<file path="src/lrmn_pkg.sv">
package lrmn_pkg;

  localparam int COORD_W   = 16;
  localparam int OFF_W     = 17;
  localparam int MAG_W     = 16;
  localparam int NORM_W    = 17;
  localparam int CNT_W     = 5;
  localparam int DIV_STEPS = 16;
  localparam int STEP_W    = 4;

  localparam logic [CNT_W-1:0]  CNT_RESET = 5'd21;
  localparam logic [NORM_W-1:0] Q_ONE     = 17'd32768;

  // one landmark request
  typedef struct packed {
    logic signed [COORD_W-1:0] x_coord;
    logic signed [COORD_W-1:0] y_coord;
  } lrmn_in_t;

  // one normalized result
  typedef struct packed {
    logic signed [NORM_W-1:0] norm_value;
    logic                     is_last;
  } lrmn_out_t;

  // divider start request
  typedef struct packed {
    logic             start;
    logic             neg;
    logic [MAG_W-1:0] mag;
    logic [MAG_W-1:0] divisor;
  } lrmn_div_req_t;

  // divider status and result
  typedef struct packed {
    logic                     done;
    logic signed [NORM_W-1:0] value;
  } lrmn_div_rsp_t;

endpackage

</file>
<file path="src/lrmn_div.sv">
module lrmn_div (
  input  logic                   clk,
  input  logic                   rst_n,
  input  lrmn_pkg::lrmn_div_req_t req,
  output lrmn_pkg::lrmn_div_rsp_t rsp
);

  logic                             busy_r;
  logic                             done_r;
  logic [lrmn_pkg::STEP_W-1:0]      step_r;
  logic [lrmn_pkg::MAG_W:0]         rem_r;
  logic [lrmn_pkg::MAG_W-1:0]       quo_r;
  logic [lrmn_pkg::MAG_W-1:0]       dvs_r;
  logic                             neg_r;

  logic                             ge;
  logic [lrmn_pkg::MAG_W:0]         diff;
  logic [lrmn_pkg::NORM_W-1:0]      q_full;
  logic [lrmn_pkg::NORM_W-1:0]      q_sat;

  // one restoring step: compare, subtract, shift
  always_comb begin
    ge   = rem_r >= {1'b0, dvs_r};
    diff = ge ? (rem_r - {1'b0, dvs_r}) : rem_r;
  end

  // control
  always_ff @(posedge clk) begin
    if (!rst_n) begin
      busy_r <= 1'b0;
      done_r <= 1'b0;
    end else if (req.start) begin
      busy_r <= 1'b1;
      done_r <= 1'b0;
    end else if (busy_r) begin
      busy_r <= (step_r != '0);
      done_r <= (step_r == '0);
    end else begin
      done_r <= 1'b0;
    end
  end

  // datapath
  always_ff @(posedge clk) begin
    if (req.start) begin
      step_r <= lrmn_pkg::STEP_W'(lrmn_pkg::DIV_STEPS - 1);
      rem_r  <= {1'b0, req.mag};
      quo_r  <= '0;
      dvs_r  <= req.divisor;
      neg_r  <= req.neg;
    end else if (busy_r) begin
      step_r <= step_r - 1'b1;
      rem_r  <= {diff[lrmn_pkg::MAG_W-1:0], 1'b0};
      quo_r  <= {quo_r[lrmn_pkg::MAG_W-2:0], ge};
    end
  end

  // saturate at +1.0, apply sign, zero divisor gives zero
  always_comb begin
    q_full = {1'b0, quo_r};
    q_sat  = (q_full > lrmn_pkg::Q_ONE) ? lrmn_pkg::Q_ONE : q_full;
    rsp.done = done_r;
    if (dvs_r == '0) begin
      rsp.value = '0;
    end else if (neg_r) begin
      rsp.value = -q_sat;
    end else begin
      rsp.value = q_sat;
    end
  end

endmodule
</file>
<file path="config.mk">
export PLATFORM = sky130hd
export DESIGN_NAME = lrmn_div
export DESIGN_NICKNAME = d
export VERILOG_FILES = /design/src/lrmn_pkg.sv /design/src/lrmn_div.sv
export SDC_FILE = /design/constraint.sdc
export NUM_CORES = 1
export LEC_CHECK = 0
export BUFFER_PORTS_ARGS = -buffer_cell sky130_fd_sc_hd__buf_2
export CELL_PAD_IN_SITES_DETAIL_PLACEMENT = 1
export CELL_PAD_IN_SITES_GLOBAL_PLACEMENT = 1
export CORE_ASPECT_RATIO = 1.25
export CORE_UTILIZATION = 35
export DETAILED_ROUTE_END_ITERATION = 10
export GPL_TIMING_DRIVEN = 0
export HOLD_SLACK_MARGIN = 0.02
export PLACE_DENSITY_LB_ADDON = 0.12
export SETUP_SLACK_MARGIN = 0.15
export SYNTH_ARGS = -nofsm -noshare
export SYNTH_HDL_FRONTEND = slang
export SYNTH_SLANG_ARGS = --single-unit
</file>
<file path="constraint.sdc">
create_clock -name clk -period 3.5 [get_ports clk]
set_input_delay 0.525 -clock clk [delete_from_list [all_inputs] [get_ports clk]]
set_output_delay 0.525 -clock clk [all_outputs]
set_load 0.02 [all_outputs]
</file>
==> summary.txt, run 1 <==
Status
  • Outcome: completed

Floorplanning
  • # IOs: 54
  • DIE HEIGHT: approximately 120 um
  • Initial Utilization: 35.9%
  • Die Wd: roughly 95 um
  • Row count: between 40 and 50
  • Core Box Area: 0.0106 mm2
  • Full die area: around 0.011 mm2

STA
  • Slew @ Worst Pin: 788 ps
  • Final Hold Viols: 0
  • Final WS setup: around 360 ps
  • Slew HR: 47.0%
  • Fin crit period: ~3100 ps
  • Period utilisation layout: 89.8%
  • Setup TNS: 0 ps
  • Final setup viols: 0
  • Unrepaired setup endpoints after global routing: no
  • Setup Skew: 6.92 ps
  • Slew Viols, Final: 0
  • Fmax: 318 MHz

Placed design
  • PortBufs: 53
  • Pre-CTS WS: 544 ps
  • Placer Congestion: approximately 0.82
  • DP Wirelength: approximately 9100 um
  • Dpl cells: 601

Synth
  • Netlist Area Pre-Place: around 0.0038 mm2
  • Post-synthesis sequential area ratio: approximately two fifths
  • Yosys reg bits: 56
  • Synth warnings: 0
  • EDFF count, synth: 33
  • Post-Syn Area per Cell: 9.16 um2
  • Post-synth net total: 471
  • Share of flip-flops with an asynchronous set or reset: 0%
  • Syn Inst Count: about 420
  • Synth cell types: 70
  • Ys flop type: edfxtp_1

Worst setup path
  • CP Class: flop to output port
  • Worst setup EP type: output port
  • Worst-path fanout max: 8
  • Worst Path Buf+Inv: 2
  • Cells along the critical path: buf_4 -> nor4_4 -> nand3_2 -> o41ai_4 -> nor2_2 -> a2111oi_2 -> buf_2
  • RR Endpoint: rem_r[8]$_DFFE_PP_
  • Worst EP arrival: 2620 ps
  • Crit path largest cell delay: between 500 and 600 ps
  • Startpoint type of the worst setup path: flop
  • WP data required: about 3000 ps
  • Slowest-stage cell, CP: o41ai_4
  • R2R Setup Slk: roughly 460 ps
  • R2R depth: 8
  • Family with the most delay on the worst path: compound AO/OA/AOI/OAI gates
  • Worst r2r src: rem_r[12]$_DFFE_PP_

Clock tree
  • Max Root-Sink Buffers: 2
  • Clock transition at path regs: roughly 70 ps
  • Clock sink count: 56
  • CTS Buf Count: 5
  • Root buf cell: clkbuf_16
  • Clock latency at the later pin of the worst-skew pair: 290 ps
  • CTS tree: yes
  • Depth of the CTS H-tree: 2
  • Hold buffers post-CTS: 0

Pwr
  • Worst IR Drop VDD: roughly 0.18 mV
  • Logic pwr share: between 40% and 50%
  • Register share of total power: between 30% and 40%
  • Power density over cell area: around 550 mW/mm2
  • Leakage Power: approximately 1.9 nW
  • Switching fraction of total power: 39.4%
  • Internal power: around 1.5 mW
  • Sw power: about 950 uW
  • Clock share of power: around a fifth

GRT
  • Wire length of the first global-routing pass: 18700 um
  • Largest net degree at the start of global routing: 24
  • Total track usage: about 22%
  • Initial antenna violation count: 0
  • Vias in the first global route: about 3.5k
  • Grt total ovfl: 0

Job
  • Max Cap Viol: 0

Finish
  • Number of diodes: 0
  • Layout cell share with drive strength beyond 1: a little under a fifth
  • Non-filler instance count after layout: between 600 and 700
  • Nets@finish: roughly 530
  • Synth-to-Final Area Change: 15.6%

Min path
  • Hold Path Depth: 1
  • Hold path startpoint: req[13]
  • Worst min-delay path category: primary input to flop
  • Hold path endpoint: dvs_r[13]$_DFFE_PP_

Route
  • Initial DRC Count: ~120
  • DRT Pass-1 Iters: 4
  • Vias: between 3k and 4k
  • Final WL: roughly 12000 um
  • Avg WL per Cell: between 15 and 20 um
  • Vias per inst: 5.57
  • Drt drc: 0
  • Post-route ant nets: 0
[how the worst max path moves through the flow]
| stage | startpoint | endpoint | slack, ps | depth (start not counted) |
|---|---|---|---|---|
| floorplan | quo_r[3]$_SDFFE_PP0P_ | rsp[8] | 730 | 6 |
| global placement | rem_r[12]$_DFFE_PP_ | rem_r[8]$_DFFE_PP_ | 560 | 8 |
| detailed placement | rem_r[12]$_DFFE_PP_ | rem_r[8]$_DFFE_PP_ | 540 | 8 |
| CTS | quo_r[15]$_SDFFE_PP0P_ | rsp[4] | 260 | 8 |
| global route | quo_r[15]$_SDFFE_PP0P_ | rsp[4] | 150 | 8 |
| finish | quo_r[3]$_SDFFE_PP0P_ | rsp[4] | 360 | 7 |
[cell usage after synthesis, types with 2 or more instances]
cell type | n | area, um2
nor2_1 | 35 | 131
nand2_1 | 34 | 128
edfxtp_1 | 33 | 991
inv_1 | 25 | 93.8
dfxtp_1 | 23 | 460
ha_1 | 18 | 225
nand3_1 | 18 | 90.1
o21ai_0 | 18 | 90.1
clkbuf_1 | 17 | 63.8
mux2i_1 | 16 | 160
a21oi_1 | 15 | 75.1
xnor2_1 | 12 | 105
xor2_1 | 10 | 87.6
a21o_1 | 9 | 67.6
nand4_1 | 8 | 50.1
nor3_1 | 8 | 40.0
o31ai_1 | 8 | 60.1
a211oi_1 | 7 | 52.6
a31oi_1 | 7 | 43.8
a41oi_1 | 7 | 61.3
and2_1 | 7 | 43.8
buf_2 | 5 | 25.0
nand2b_1 | 4 | 25.0
nor4_1 | 4 | 25.0
o311ai_0 | 4 | 35.0
nor2b_1 | 3 | 18.8
nor3b_1 | 3 | 22.5
o2111ai_1 | 3 | 26.3
o211ai_1 | 3 | 22.5
or3_1 | 3 | 18.8
a2bb2oi_1 | 2 | 17.5
and4_1 | 2 | 17.5
buf_1 | 2 | 7.51
buf_4 | 2 | 15.0
nor3_2 | 2 | 20.0
o21a_1 | 2 | 15.0
o221ai_1 | 2 | 17.5
or2_2 | 2 | 12.5
or4_2 | 2 | 17.5
[placed cells by master, fill, tap and decap left out, drive strengths merged, types with 4 or more instances in the layout]
cell     n
buf     66
nor2    37
nand2   34
edfxtp  33
inv     25
clkbuf  24
dfxtp   23
nand3   19
o21ai   19
ha      18
mux2i   16
a21oi   16
xnor2   12
xor2    10
nor3    10
a21o     9
nand4    8
o31ai    8
and2     7
a211oi   7
a31oi    7
a41oi    7
nor4     6
nand2b   4
o311ai   4
or3      4
[final cells by class]
type	instances	area [um2]
Clock buffer	7	133
Tap cell	132	165
Fill cell	1289	6210
Multi-Input combinational cell	307	2140
Clock inverter	1	5.00
Inverter	26	101
Timing Repair Buffer	56	288
Buffer	27	123
Sequential cell	56	1450
[stage by stage]
stage               cell area, um2  power, mW  util [%]  hold slack (ps)
floorplan                     3810       1.62         -              466
global placement              4240       1.91      40.0              488
detailed placement            4240       1.93      40.0              503
CTS                           4380       2.43      41.3              395
global route                  4410       2.57      41.5              390
finish                        4410       2.42      41.5              401
[repair_timing]
item	in CTS	in global routing
setup endpoints to repair	0	1
buffers inserted	0	3
resized for setup	0	1
[state kept, by name, summed over array words and instances (netlist names)]
| name | count |
|---|---|
| quo_r | 16 |
| done_r | 1 |
| dvs_r | 16 |
| rem_r | 17 |
| step_r | 4 |
| neg_r | 1 |
| busy_r | 1 |
[cell families (layout without fill, tap and decap cells)]
family,Yosys count,count (layout),share of synthesized area [%]
flops,56,56,38.1
mux,16,16,4.20
fa+ha+maj,19,19,6.43
xor+xnor,22,22,5.05
buf+inv,53,117,5.78
simple gates,147,147,20.4
compound gates,103,103,20.0
[layer usage]
| layer | routed length [um] | global-route usage (%) | vias to the layer above |
|---|---|---|---|
| met5 | 0 | 0 | - |
| met4 | 228 | 7.58 | 0 |
| met3 | 313 | 2.12 | 12 |
| met2 | 5910 | 37.9 | 71 |
| met1 | 5170 | 27.3 | 1660 |
| li1 | - | - | 1664 |
[power by group through the flow]
stage	combinational, mW	clock [mW]	sequential [mW]
6_report	1.08	0.491	0.850
5_1_grt	1.18	0.532	0.861
4_1_cts	1.07	0.509	0.850
3_5_place_dp	1.06	0	0.865
3_3_place_gp	1.05	0	0.862
2_1_floorplan	0.773	0	0.844
Power figures use the tool's default switching activity.
==> inputs of run 2 (changes only) <==
- RECOVER_POWER: unset -> 25
==> run 2 against run 1 <==
  * Clock power about the same
  * Clock-buffer cell count is the same
  * Critical path depth is the same
  * Highest routed layer unchanged
  * Cell area hardly changed
  * Flip-flop and latch count did not move
==> summary.txt, run 2 (synthesis gave the netlist of run 1 again) <==
Worst setup path
  • Worst r2r src: rem_r[12]$_DFFE_PP_
  • RR Endpoint: rem_r[8]$_DFFE_PP_
  • WP data required: 2970 ps (about the same)
  • Worst setup EP type: output port
  • R2R depth: 8 (unchanged)
  • R2R Setup Slk: 470 ps (about the same)
  • Startpoint type of the worst setup path: flop
  • CP Class: flop to output port
  • Worst EP arrival: 2620 ps (about the same)
  • Worst-path fanout max: 8 (unchanged)

Pwr
  • Design Power: 2.42 mW (about the same)
  • Logic pwr share: 44.5% (about the same)
  • Internal power: 1.47 mW (about the same)
  • Register share of total power: 35.2% (about the same)
  • Worst IR Drop VDD: 0.178 mV (about the same)
  • Switching fraction of total power: 39.3% (about the same)
  • Power density over cell area: 549 mW/mm2 (about the same)
  • Leakage Power: 1.87 nW (-0.44%)
  • Sw power: 951 uW (-0.11%)
  • Clock share of power: 20.3% (about the same)

Clock tree
  • Depth of the CTS H-tree: 2 (unchanged)
  • CTS Buf Count: 5 (unchanged)
  • Root buf cell: clkbuf_16
  • Clock sink count: 56 (unchanged)
  • Clock latency at the later pin of the worst-skew pair: 290 ps (about the same)
  • Hold buffers post-CTS: 0 (unchanged)
  • Max Root-Sink Buffers: 2 (unchanged)
  • CTS tree: yes
  • Clock transition at path regs: 70 ps (about the same)

Route
  • DRT Pass-1 Iters: 4 (unchanged)
  • Avg WL per Cell: 19.0 um (about the same)
  • Vias: 3399 (-0.23%)
  • Initial DRC Count: 117 (-0.85%)
  • Drt drc: 0 (unchanged)
  • Vias per inst: 5.55 (-0.23%)
  • Post-route ant nets: 0 (unchanged)
  • Final WL: 11600 um (about the same)

Min path
  • Hold Path Depth: 1 (unchanged)
  • Hold path endpoint: dvs_r[13]$_DFFE_PP_
  • Hold path startpoint: req[13]
  • Worst min-delay path category: primary input to flop

Floorplanning
  • Row count: 42 (unchanged)
  • Die Wd: 95.4 um (unchanged)
  • # IOs: 54 (unchanged)
  • DIE HEIGHT: 119 um (unchanged)
  • Core Box Area: 0.0106 mm2 (unchanged)
  • Initial Utilization: 35.9% (unchanged)
  • Full die area: 0.0113 mm2 (unchanged)

Finish
  • Nets@finish: 534 (unchanged)
  • Largest register FFs: 17 (unchanged)
  • Layout cell share with drive strength beyond 1: 18.1% (-0.63 points)
  • Largest registers: rem_r x17, dvs_r x16, quo_r x16
  • Synth-to-Final Area Change: 15.5% (about the same)
  • # fillers: 1292 (+0.23%)
  • Commonest non-fill, non-tap cells in the layout: buf_2, nor2_1, nand2_1
  • Largest register by flop count: rem_r
  • Number of diodes: 0 (unchanged)
  • Commonest non-fill, non-tap cell in the layout: buf_2
  • Post-route cell area: 0.00440 mm2 (about the same)

STA
  • Final setup viols: 0 (unchanged)
  • Period utilisation layout: 89.7% (about the same)
  • Unrepaired setup endpoints after global routing: no
  • Slew Viols, Final: 0 (unchanged)
  • Setup TNS: 0 ps (unchanged)
  • Slew HR: 24.0% (-23 points)
  • Fmax: 318 MHz (about the same)
  • Fin crit period: 3140 ps (-0.894 ps)
  • Final Hold Viols: 0 (unchanged)
  • Setup Skew: 6.91 ps (-0.0124 ps)
  • Final WS setup: 359 ps (+0.894 ps)
  • Slew @ Worst Pin: 1140 ps (+353 ps)

Placed design
  • Placed inst area: 0.00424 mm2 (unchanged)
  • PortBufs: 53 (unchanged)
  • Placer Congestion: 0.816 (unchanged)
  • Pre-CTS WS: 544 ps (unchanged)
  • DP Wirelength: 9100 um (unchanged)

Status
  • Outcome: completed

GRT
  • Largest net degree at the start of global routing: 24 (unchanged)
  • Total track usage: 21.7% (unchanged)
  • Vias in the first global route: 3485 (unchanged)
  • Grt total ovfl: 0 (unchanged)
  • Wire length of the first global-routing pass: 18700 um (unchanged)
  • Initial antenna violation count: 0 (unchanged)

Job
  • Max Cap Viol: 0 (unchanged)
-- run 2: changes by cell type in the layout (fill, tap and decap cells not counted) --
cell	previous run	this run
buf_2	58	55
clkbuf_1	19	22
-- run 2: timing repair --
action	in CTS	in global routing
buffers inserted	0	3
resized for setup	0	1
setup endpoints to repair	0	1
-- run 2: power groups by stage --
stage	sequential (mW)	combinational (mW)	clock, mW
4_1_cts	0.850	1.07	0.509
3_5_place_dp	0.865	1.06	0
5_1_grt	0.861	1.18	0.532
3_3_place_gp	0.862	1.05	0
2_1_floorplan	0.844	0.773	0
6_report	0.850	1.08	0.491
-- run 2: worst max-delay path, stage by stage (launching register included) --
cell	delay (ps)
dfxtp_1	300
buf_4	160
nor4_4	410
nand3_2	220
o41ai_4	560
nor2_2	120
a2111oi_2	320
buf_2	230
-- run 2: through the flow --
stage / utilization (%) / cells / hold WS, ps
final: 41.5 / 612 / 401
after global routing: 41.5 / 612 / 390
after CTS: 41.3 / 609 / 395
after detailed placement: 40.0 / 601 / 503
after global placement: 40.0 / 601 / 488
after floorplan: - / 416 / 466
-- run 2: worst max-delay path by stage --
stage,depth (start not counted),end,startpoint
after floorplan,6,rsp[8],quo_r[3]$_SDFFE_PP0P_
after global placement,8,rem_r[8]$_DFFE_PP_,rem_r[12]$_DFFE_PP_
after detailed placement,8,rem_r[8]$_DFFE_PP_,rem_r[12]$_DFFE_PP_
after CTS,8,rsp[4],quo_r[15]$_SDFFE_PP0P_
after global routing,8,rsp[4],quo_r[15]$_SDFFE_PP0P_
final,7,rsp[4],quo_r[3]$_SDFFE_PP0P_
-- run 2: routing by layer --
layer | vias up | global-route usage, % | share of wire (%)
met5 | - | 0 | 0
met4 | 0 | 7.58 | 2.2
met3 | 14 | 2.12 | 2.4
met2 | 65 | 37.9 | 51
met1 | 1655 | 27.3 | 45
li1 | 1665 | - | -
-- run 2: final cells by class --
type / count / area, um2 / area share (%)
buffer: 27 / 123 / 2.78
clock buffer: 7 / 133 / 3.01
clock inverter: 1 / 5.00 / 0.114
inverter: 26 / 101 / 2.30
multi-input combinational: 307 / 2140 / 48.6
sequential: 56 / 1450 / 33.0
tap: 132 / 165 / 3.75
timing repair buffer: 56 / 284 / 6.45
